[src/rtl/mpm_pkg.sv]
// Package: signature constants, match helper functions and shared types.
`timescale 1ns / 1ps

package mpm_pkg;

    // Total signature characters and the width of the progress vector.
    localparam int SIG_BITS = 47;

    // Signatures back to back; character k sits at bits [8*(SIG_BITS-1-k) +: 8].
    localparam logic [8*SIG_BITS-1:0] SIG_CHARS =
        "rm -rfdel /sformatgit reset --hardgit clean -fd";

    // First and last bit of each signature segment.
    localparam logic [SIG_BITS-1:0] SIG_STARTS = 47'h0_0004_0004_1041;
    localparam logic [SIG_BITS-1:0] SIG_ENDS   = 47'h4002_0002_0820;

    typedef struct packed {
        logic [7:0] char_code;
        logic       char_valid;
        logic       last_char;
    } t_req_item;

    typedef struct packed {
        logic      valid;
        t_req_item item;
    } t_stage;

    // Fold ASCII upper case to lower case; everything else passes unchanged.
    function automatic logic [7:0] fold_case(input logic [7:0] c);
        logic [7:0] f;
        f = c;
        if (c >= 8'h41 && c <= 8'h5A) begin
            f = c | 8'h20;
        end
        return f;
    endfunction

    // Bit k set when the folded byte equals signature character k.
    function automatic logic [SIG_BITS-1:0] char_mask(input logic [7:0] c);
        logic [SIG_BITS-1:0] m;
        logic [7:0]          f;
        m = '0;
        f = fold_case(c);
        for (int k = 0; k < SIG_BITS; k++) begin
            m[k] = (fold_case(SIG_CHARS[8*(SIG_BITS-1-k) +: 8]) == f);
        end
        return m;
    endfunction

endpackage

[src/rtl/mpm_channels.sv]
// Interfaces: request and result channels with valid/ready handshake.
`timescale 1ns / 1ps

interface mpm_req_if;
    logic       valid;
    logic       ready;
    logic [7:0] char_code;
    logic       char_valid;
    logic       last_char;

    modport source (output valid, output char_code, output char_valid,
                    output last_char, input ready);
    modport sink   (input valid, input char_code, input char_valid,
                    input last_char, output ready);
endinterface

interface mpm_rsp_if;
    logic valid;
    logic ready;
    logic dangerous;

    modport source (output valid, output dangerous, input ready);
    modport sink   (input valid, input dangerous, output ready);
endinterface

[src/rtl/mpm_in_reg.sv]
// Input register: holds one accepted request until the scan stage takes it.
`timescale 1ns / 1ps

module mpm_in_reg
    import mpm_pkg::*;
(
    input  logic      i_clk,
    input  logic      i_rst_n,
    input  logic      i_valid,
    input  t_req_item i_item,
    input  logic      i_advance,
    output logic      o_ready,
    output t_stage    o_stage
);

    logic      r_valid;
    t_req_item r_item;

    assign o_ready       = !r_valid || i_advance;
    assign o_stage.valid = r_valid;
    assign o_stage.item  = r_item;

    always_ff @(posedge i_clk) begin
        if (!i_rst_n) begin
            r_valid <= 1'b0;
        end else if (i_valid && o_ready) begin
            r_valid <= 1'b1;
        end else if (i_advance) begin
            r_valid <= 1'b0;
        end
    end

    always_ff @(posedge i_clk) begin
        if (i_valid && o_ready) begin
            r_item <= i_item;
        end
    end

endmodule

[src/rtl/mpm_scan.sv]
// Scan stage: shift-and progress over all signatures plus the sticky hit flag.
`timescale 1ns / 1ps

module mpm_scan
    import mpm_pkg::*;
(
    input  logic      i_clk,
    input  logic      i_rst_n,
    input  logic      i_fire,
    input  t_req_item i_item,
    output logic      o_dangerous
);

    logic [SIG_BITS-1:0] r_progress;
    logic                r_hit;
    logic [SIG_BITS-1:0] n_progress;
    logic                n_hit;

    always_comb begin
        n_progress = r_progress;
        n_hit      = r_hit;
        if (i_item.char_valid) begin
            n_progress = ({r_progress[SIG_BITS-2:0], 1'b0} | SIG_STARTS)
                         & char_mask(i_item.char_code);
            n_hit      = r_hit || (|(n_progress & SIG_ENDS));
        end
    end

    assign o_dangerous = n_hit;

    // Clear on the last byte of a text, else advance.
    always_ff @(posedge i_clk) begin
        if (!i_rst_n) begin
            r_progress <= '0;
            r_hit      <= 1'b0;
        end else if (i_fire) begin
            if (i_item.last_char) begin
                r_progress <= '0;
                r_hit      <= 1'b0;
            end else begin
                r_progress <= n_progress;
                r_hit      <= n_hit;
            end
        end
    end

endmodule

[src/rtl/mpm_out_reg.sv]
// Result register: holds one verdict until the sink takes it.
`timescale 1ns / 1ps

module mpm_out_reg (
    input  logic i_clk,
    input  logic i_rst_n,
    input  logic i_load,
    input  logic i_dangerous,
    input  logic i_ready,
    output logic o_free,
    output logic o_valid,
    output logic o_dangerous
);

    logic r_valid;
    logic r_dangerous;

    assign o_free      = !r_valid || i_ready;
    assign o_valid     = r_valid;
    assign o_dangerous = r_dangerous;

    always_ff @(posedge i_clk) begin
        if (!i_rst_n) begin
            r_valid <= 1'b0;
        end else if (i_load) begin
            r_valid <= 1'b1;
        end else if (i_ready) begin
            r_valid <= 1'b0;
        end
    end

    always_ff @(posedge i_clk) begin
        if (i_load) begin
            r_dangerous <= i_dangerous;
        end
    end

endmodule

[src/rtl/multi_pattern_matcher_unit.sv]
// Top level: case-insensitive multi-signature substring detector.
`timescale 1ns / 1ps

// Streams a command text one byte per request and flags whether any of five
// signatures ("rm -rf", "del /s", "format", "git reset --hard",
// "git clean -fd") occurs in it, ignoring ASCII letter case. Send the text
// with last_char set on its final request; that request yields exactly one
// result, dangerous, and the matcher then starts afresh. An empty text is a
// single request with char_valid 0 and last_char 1 and gives 0. Requests with
// char_valid 0 leave the match state untouched. Throughput is one request per
// cycle while the input side does not stall. A result is valid once the
// request closing its text is accepted and advanced: the accepting edge loads
// the input register, and the edge that advances it runs the 47-wide shift-and
// compare into the result register. The input side stalls only while a result
// waits in the result register and another last request is queued behind it.
module multi_pattern_matcher_unit
    import mpm_pkg::*;
(
    input  logic         i_clk,
    input  logic         i_rst_n,
    mpm_req_if.sink      i_req,
    mpm_rsp_if.source    o_rsp
);

    t_req_item req_item;
    t_stage    stage;
    logic      advance;
    logic      out_free;
    logic      scan_dangerous;

    assign req_item.char_code  = i_req.char_code;
    assign req_item.char_valid = i_req.char_valid;
    assign req_item.last_char  = i_req.last_char;

    // Advance the held request unless it ends a text and the result slot is busy.
    assign advance = stage.valid && (!stage.item.last_char || out_free);

    mpm_in_reg u_in_reg (
        .i_clk     (i_clk),
        .i_rst_n   (i_rst_n),
        .i_valid   (i_req.valid),
        .i_item    (req_item),
        .i_advance (advance),
        .o_ready   (i_req.ready),
        .o_stage   (stage)
    );

    mpm_scan u_scan (
        .i_clk       (i_clk),
        .i_rst_n     (i_rst_n),
        .i_fire      (advance),
        .i_item      (stage.item),
        .o_dangerous (scan_dangerous)
    );

    // Load a verdict only for the request that closes a text.
    mpm_out_reg u_out_reg (
        .i_clk       (i_clk),
        .i_rst_n     (i_rst_n),
        .i_load      (advance && stage.item.last_char),
        .i_dangerous (scan_dangerous),
        .i_ready     (o_rsp.ready),
        .o_free      (out_free),
        .o_valid     (o_rsp.valid),
        .o_dangerous (o_rsp.dangerous)
    );

endmodule

[src/flat_wrapper.sv]
// flat-port wrapper written by rule: the top's interface ports become plain ports
module multi_pattern_matcher_unit_flat import mpm_pkg::*;
  (i_clk, i_rst_n, i_req_valid, i_req_char_code, i_req_char_valid, i_req_last_char, i_req_ready, o_rsp_valid, o_rsp_dangerous, o_rsp_ready);
  mpm_req_if i_req_i ();
  mpm_rsp_if o_rsp_i ();
  input  logic i_clk;
  input  logic i_rst_n;
  input wire logic [$bits(i_req_i.valid)-1:0] i_req_valid;
  input wire logic [$bits(i_req_i.char_code)-1:0] i_req_char_code;
  input wire logic [$bits(i_req_i.char_valid)-1:0] i_req_char_valid;
  input wire logic [$bits(i_req_i.last_char)-1:0] i_req_last_char;
  output wire logic [$bits(i_req_i.ready)-1:0] i_req_ready;
  output wire logic [$bits(o_rsp_i.valid)-1:0] o_rsp_valid;
  output wire logic [$bits(o_rsp_i.dangerous)-1:0] o_rsp_dangerous;
  input wire logic [$bits(o_rsp_i.ready)-1:0] o_rsp_ready;
  assign i_req_i.valid = i_req_valid;
  assign i_req_i.char_code = i_req_char_code;
  assign i_req_i.char_valid = i_req_char_valid;
  assign i_req_i.last_char = i_req_last_char;
  assign i_req_ready = i_req_i.ready;
  assign o_rsp_valid = o_rsp_i.valid;
  assign o_rsp_dangerous = o_rsp_i.dangerous;
  assign o_rsp_i.ready = o_rsp_ready;
  multi_pattern_matcher_unit u_core (.i_clk(i_clk), .i_rst_n(i_rst_n), .i_req(i_req_i), .o_rsp(o_rsp_i));
endmodule
[config.mk]
export PLATFORM = sky130hd
export DESIGN_NAME = multi_pattern_matcher_unit_flat
export DESIGN_NICKNAME = d
export VERILOG_FILES = /design/src/rtl/mpm_pkg.sv /design/src/rtl/mpm_channels.sv /design/src/rtl/mpm_in_reg.sv /design/src/rtl/mpm_scan.sv /design/src/rtl/mpm_out_reg.sv /design/src/rtl/multi_pattern_matcher_unit.sv /design/src/flat_wrapper.sv
export SDC_FILE = /design/constraint.sdc
export NUM_CORES = 1
export LEC_CHECK = 0
export ABC_AREA = 0
export BUFFER_PORTS_ARGS = -buffer_cell sky130_fd_sc_hd__buf_2
export CORE_ASPECT_RATIO = 2
export CORE_MARGIN = 5
export CORE_UTILIZATION = 55
export DETAILED_ROUTE_END_ITERATION = 6
export GPL_TIMING_DRIVEN = 0
export HOLD_SLACK_MARGIN = 0.15
export PLACE_DENSITY = 0.79
export SLEW_MARGIN = 15
export SYNTH_ARGS = -nofsm -noshare
export SYNTH_HDL_FRONTEND = slang
export SYNTH_SLANG_ARGS = --single-unit
[constraint.sdc]
create_clock -name i_clk -period 1.7 [get_ports i_clk]
set_input_delay 0.34 -clock i_clk [delete_from_list [all_inputs] [get_ports i_clk]]
set_output_delay 0.34 -clock i_clk [all_outputs]
set_load 0.01 [all_outputs]
## Word-level counts from Yosys, hierarchy flattened

Cells that the tools add are included.
Widths: inputs -> output; s select.

| operators by class | value |
|---|---|
| $add $sub $neg | 0 |
| $mul | 0 |
| div/mod/pow operators | 0 |
| $lt $le $gt $ge | 2 |
| equality and inequality tests | 18 |
| shift-type cells | 0 |
| muxes and demuxes | 10 |
| bitwise logic cells | 1 |
| reduce and logical (&&, ||, !) cells | 16 |

Operators with widths:

| cell | count |
|---|---|
| $eq 7x8->1 const A | 15 |
| $mux 46 | 2 |
| $and 47x47->47 | 1 |
| $eq 6x8->1 const A | 3 |
| $ge 8x7->1 const B | 1 |
| $le 8x7->1 const B | 1 |
| $mux 8 | 1 |
| $mux 1 | 6 |
| $mux 6 | 1 |
| $reduce_bool 2->1 | 3 |
| $reduce_or 5->1 | 1 |
| $logic_and 1x1->1 | 4 |
| $logic_or 1x1->1 | 4 |
| $logic_not 1->1 | 3 |
| $reduce_and 2->1 | 1 |

| storage, ports and cells | value |
|---|---|
| register bits after elaboration | 60 |
| latch bits | 0 |
| bits in writable memories | 0 |
| ROM bits | 0 |
| input port bits | 14 |
| output and inout bits | 3 |
| word-level logic and storage cells | 55 |
| memories | 0 |

## Logic depth before layout (Yosys ltp)

| depth | value |
|---|---|
| depth in word-level cells | 10 |
| mapped depth | 7 |
| mapped depth without buffers | 4 |

## Modules after synthesis

Synthesis repeated with hierarchy kept, for this count alone.

| second synthesis, totals | value |
|---|---|
| cells, all modules | 185 |
| area, all modules | 2158.3 µm² |

Modules (own cells, without submodules):

| module | times used | cells each | area an instance (µm²) | sequential area each (µm²) |
|---|---|---|---|---|
| mpm_scan | 1 | 161 | 1695.4 | 780.7 |
| mpm_in_reg | 1 | 16 | 365.4 | 320.3 |
| mpm_out_reg | 1 | 5 | 78.8 | 50.0 |
| multi_pattern_matcher_unit | 1 | 3 | 18.8 | 0.0 |

## Least setup slack after synthesis

OpenSTA, ideal clock, no wires.

| path | value |
|---|---|
| path kind | flip-flop to flip-flop |
| start point | register u_core.u_in_reg.r_item (netlist bit u_core.u_in_reg.o_stage[6]) |
| end point | register u_core.u_scan.r_progress[27] |
| setup time | 0.065 ns |
| arrival time | 1.491 ns |
| required time | 1.635 ns |
| slack | 0.144 ns |
| stages on the path, launching flop included | 5 |
| buffers on the path | 0 |
| clock period less this slack | 1.556 ns |
| cells stage by stage | edfxtp_1 or4b_4 nor4_4 a22oi_1 nor2b_1 |

| on the way | value |
|---|---|
| longest elaborated chain between the ends | 8 |
| elaborated cells between the ends (all ways) | 9 |
| classes of those cells | 2 x order compare; 1 x eq/ne; 4 x mux; 1 x bitwise; 1 x reduce/logical |

Ends and longest elaborated chain:

| item | line | source |
|---|---|---|
| start: declaration | mpm_in_reg.sv:17 | `t_req_item r_item;` |
| start signal: assignment | mpm_in_reg.sv:35 | `r_item <= i_item;` |
| $ge 8x7->1 or $le 8x7->1 (tied branches) | mpm_pkg.sv:32 | `if (c >= 8'h41 && c <= 8'h5A) begin` |
| $logic_and 1x1->1 | mpm_pkg.sv:32 |  |
| $mux 6 (*) | mpm_pkg.sv:32 |  |
| $mux 8 (*) | mpm_scan.sv:22 | `if (i_item.char_valid) begin` |
| $eq 6x8->1 (*) | mpm_pkg.sv:45 | `m[k] = (fold_case(SIG_CHARS[8*(SIG_BITS-1-k) +: 8]) == f);` |
| $and 47x47->47 (*) | mpm_scan.sv:24 | `& char_mask(i_item.char_code);` |
| $mux 46 (*) | mpm_scan.sv:22 |  |
| $mux 46 (*) | mpm_scan.sv:37 | `if (i_item.last_char) begin` |
| end signal: assignment | mpm_scan.sv:41 | `r_progress <= n_progress;` |
| end: declaration | mpm_scan.sv:14 | `logic [SIG_BITS-1:0] r_progress;` |

Mark *: on every way between the ends. The rest lies on a longest branch, timed or not. The select of a mux whose other input is x is not followed.
A chain may end at the register's enable or synchronous reset.

## Worst setup path in the final report

| path | value |
|---|---|
| start point | register u_core.u_in_reg.r_item (netlist bit u_core.u_in_reg.o_stage[9]) |
| end point | register u_core.u_scan.r_progress[16] |

| on the way | value |
|---|---|
| longest elaborated chain between the ends | 8 |
| elaborated cells between the ends (all ways) | 9 |
| classes of those cells | 2 x order compare; 1 x eq/ne; 4 x mux; 1 x bitwise; 1 x reduce/logical |

Ends and longest elaborated chain:

| item | line |
|---|---|
| $ge 8x7->1 or $le 8x7->1 (tied branches) | mpm_pkg.sv:32 |
| $logic_and 1x1->1 | mpm_pkg.sv:32 |
| $mux 6 | mpm_pkg.sv:32 |
| $mux 8 (*) | mpm_scan.sv:22 |
| $eq 7x8->1 (*) | mpm_pkg.sv:45 |
| $and 47x47->47 (*) | mpm_scan.sv:24 |
| $mux 46 (*) | mpm_scan.sv:22 |
| $mux 46 (*) | mpm_scan.sv:37 |

Marks and branches as above.

==> metrics.txt <==
status=complete, but fails checks; failing checks=setup timing; leakage power=between 0.0008 and 0.0009 uW; Synth Warn #=0; Synth Area in Adders=0; Fmax=roughly 560 MHz; TritonCTS Buffers=5; most frequent cells in the layout=dfxtp_1 (40), nor2b_1 (33), buf_4 (19); largest family of logic cells by synthesized area=simple AND/OR/NAND/NOR gates; Skew-Pair Late Insertion Delay=between 0.3 and 0.4 ns; number of global-route vias before repair=1722; Final Max Tran Viols=0; critical path peak fanout=6; CTS tree=done; Tmin final=1.774 ns; WL/cell=approximately 19 um; quantity of I/O buffers inserted on ports=15; flop-to-flop setup slack=-0.07 ns; Chip Width=approximately 54 um; Setup Skew=approximately 0.0097 ns; DRC=0; final hold violations=0; sw power=~510 uW; area of the core=~3800 um^2; overall overflow remaining after global route=0; period utilisation layout=1.044; Int Pwr=1723 uW; sequential area share after synthesis=0.5377; max_cap viols=0; GPL Wtd Cong=between 0.8 and 0.9; Worst Hold Depth=1; mapped cell area=approximately 2100 um^2; switching part of the total=0.2292; DRT iter0 DRCs=50; worst reg2reg path depth=5; # rows=32; Layout area overhead=22.74%; CP top delay family=simple AND/OR/NAND/NOR gates; Max IR drop VDD=731.1 uV; number of synthesized flops with an enable pin=11; number of diodes=0; Worst Hold Launch=i_req_char_code[4]; layout cell share with drive strength beyond 1=0.2833; total number of vias=1708; clock power share=0.344; P per Cell Area=about 850 nW/um^2; Post-Layout Cell Count=around 290; 1st-pass router iterations=4; ys flop type=dfxtp_1; clock transition at the registers of the reported paths=0.09 ns; final wirelength=5.481 mm; Synth Area in Compound Gates=0.1601; clock tree buffer depth=2; sequential power share=0.579; Post-Syn Nets=~220; Gate power share=0.077; mean post-synth cell area=~11 um^2; worst-margin pin slew=0.6020 ns; worst hold endpoint=u_core.u_in_reg.o_stage[6]; Critical Path Max Stage Delay=0.43 ns; post-synthesis sequential element count=52; Async SR Flop Fraction=0; largest net degree at the start of global routing=17; Synth Area in Simple Gates=0.2677; Die ar.=~5300 um^2; H-tree depth=2; setup violators final=2; Global Route Usage Sum=0.2146; Max-slew headroom=0.5974; worst path required time=roughly 1.9 ns; ANT nets after route=0; Arr. time, crit path=2.01 ns; Critical Path, Cell by Cell=or3b_1 > buf_6 > nor4_4 > a22oi_1 > nor2b_1; Synth Area in XOR/XNOR=0; CP Capture Type=flip-flop; fill cell count=between 200 and 300; crit path buf inv count=1; Die H=about 98 um; total power=~2200 uW; synth unique cells=35; # IOs=17; mux contribution to synthesized area=0; Synth Instances=between 200 and 250; Slowest-stage cell, CP=edfxtp_1; final worst slack=-0.07412 ns; worst r2r src=u_core.u_in_reg.o_stage[9]; HPWL after DPL=3.660 mm; clock root buffer=clkbuf_8; most common cell after layout, fill and taps aside=dfxtp_1; initial antenna violation count=0; Via-to-Cell Ratio=approximately 5.9; dpl cells=between 200 and 300; worst min path class=in -> reg; fin nets=~250; critical path class=reg -> reg; Clock Sinks=52; r2r endpoint=u_core.u_scan.r_progress[16]; RSZ-0062 raised after global routing=true; first-pass GRT wire length=~8 mm; type of origin of the critical path=flip-flop; hold buffers post-CTS=0; Initial Util=0.5628
## final cells by class
cell class | instances | area (um^2) | share of cell area
Inverter | 5 | 18.77 | 0.007143
Clock inverter | 2 | 12.51 | 0.004762
Timing Repair Buffer | 32 | 202.7 | 0.07714
Tap cell | 51 | 63.81 | 0.02429
Clock buffer | 6 | 93.84 | 0.03571
Multi-Input combinational cell | 132 | 1015 | 0.3862
Sequential cell | 52 | 1152 | 0.4386
Buffer | 11 | 68.82 | 0.02619
## sequential cells by signal, indices dropped and copies added, names as in the netlist
register                      cells
u_core.u_in_reg.r_valid           1
u_core.u_in_reg.o_stage          10
u_core.u_out_reg.o_valid          1
u_core.u_scan.r_hit               1
u_core.u_out_reg.o_dangerous      1
u_core.u_scan.r_progress         38
## layer usage
metal	part of all wire	routed length, um	global-route usage
met1	0.35	1934	0.2082
met2	0.57	3116	0.3748
met3	0.028	156	0.05191
met5	0	0	0
met4	0.050	274	0.1401
## repair_timing
item	CTS	global route
endpoints found under the setup margin	38	50
setup buffers	7	10
resized for setup	9	27
pin swaps	6	9
## cell usage after synthesis (2+ instances only)
library cell,instances,area [um^2]
o21ai_0,8,40.04
nor4_1,2,12.51
nor4_4,4,85.08
nor2b_1,34,212.7
buf_2,5,25.02
a22oi_1,20,150.1
nand3_1,6,30.03
clkbuf_1,8,30.03
a21oi_1,2,10.01
nand4b_1,2,17.52
nor2_1,7,26.28
nand2_1,12,45.04
a21boi_0,4,30.03
inv_1,5,18.77
nand2b_1,3,18.77
a32oi_1,9,78.83
nor3_2,2,20.02
nand4_1,2,12.51
dfxtp_1,41,820.8
edfxtp_1,11,330.3
## how the worst max path moves through the flow
stage / startpoint / end / slack (ns) / depth (start not counted)
after detailed placement: u_core.u_in_reg.o_stage[6] / u_core.u_scan.r_progress[35] / -0.17 / 5
after floorplan: u_core.u_in_reg.o_stage[6] / u_core.u_scan.r_progress[27] / 0.14 / 4
after global placement: u_core.u_in_reg.o_stage[6] / u_core.u_scan.r_progress[35] / -0.12 / 5
final: u_core.u_in_reg.o_stage[9] / u_core.u_scan.r_progress[16] / -0.07 / 5
after CTS: u_core.u_in_reg.o_stage[0] / u_core.u_scan.r_progress[31] / -0.02 / 5
after global routing: u_core.u_in_reg.o_stage[9] / u_core.u_scan.r_progress[16] / -0.11 / 5
## cell families (layout without fill, tap and decap cells)
logic type,Yosys count,count (layout)
AND/OR/NAND/NOR,85,85
buffers and inverters,18,56
AO/OA/AOI/OAI,47,47
flip-flops,52,52
## stage by stage
stage / hold slack, ns / cell area (um^2) / TNS, ns / worst slack [ns] / util
after floorplan: 0.4362 / 2141 / 0 / 0.1436 / -
after global placement: 0.4397 / 2280 / -1.349 / -0.1236 / 0.5993
after detailed placement: 0.4493 / 2280 / -2.215 / -0.1670 / 0.5993
after CTS: 0.2040 / 2476 / -0.03329 / -0.01979 / 0.6510
after global routing: 0.1960 / 2628 / -1.022 / -0.1064 / 0.6908
final: 0.2065 / 2628 / -0.07594 / -0.07412 / 0.6908
## power by group through the flow
stage / sequential (uW) / combinational (uW) / clock, uW
final: 1290 / 172 / 769
after global routing: 1300 / 184 / 841
after CTS: 1290 / 142 / 790
after detailed placement: 1320 / 130 / 0
after global placement: 1320 / 128 / 0
after floorplan: 1320 / 86.1 / 0
Note: power is estimated with default switching activity, not from simulation.
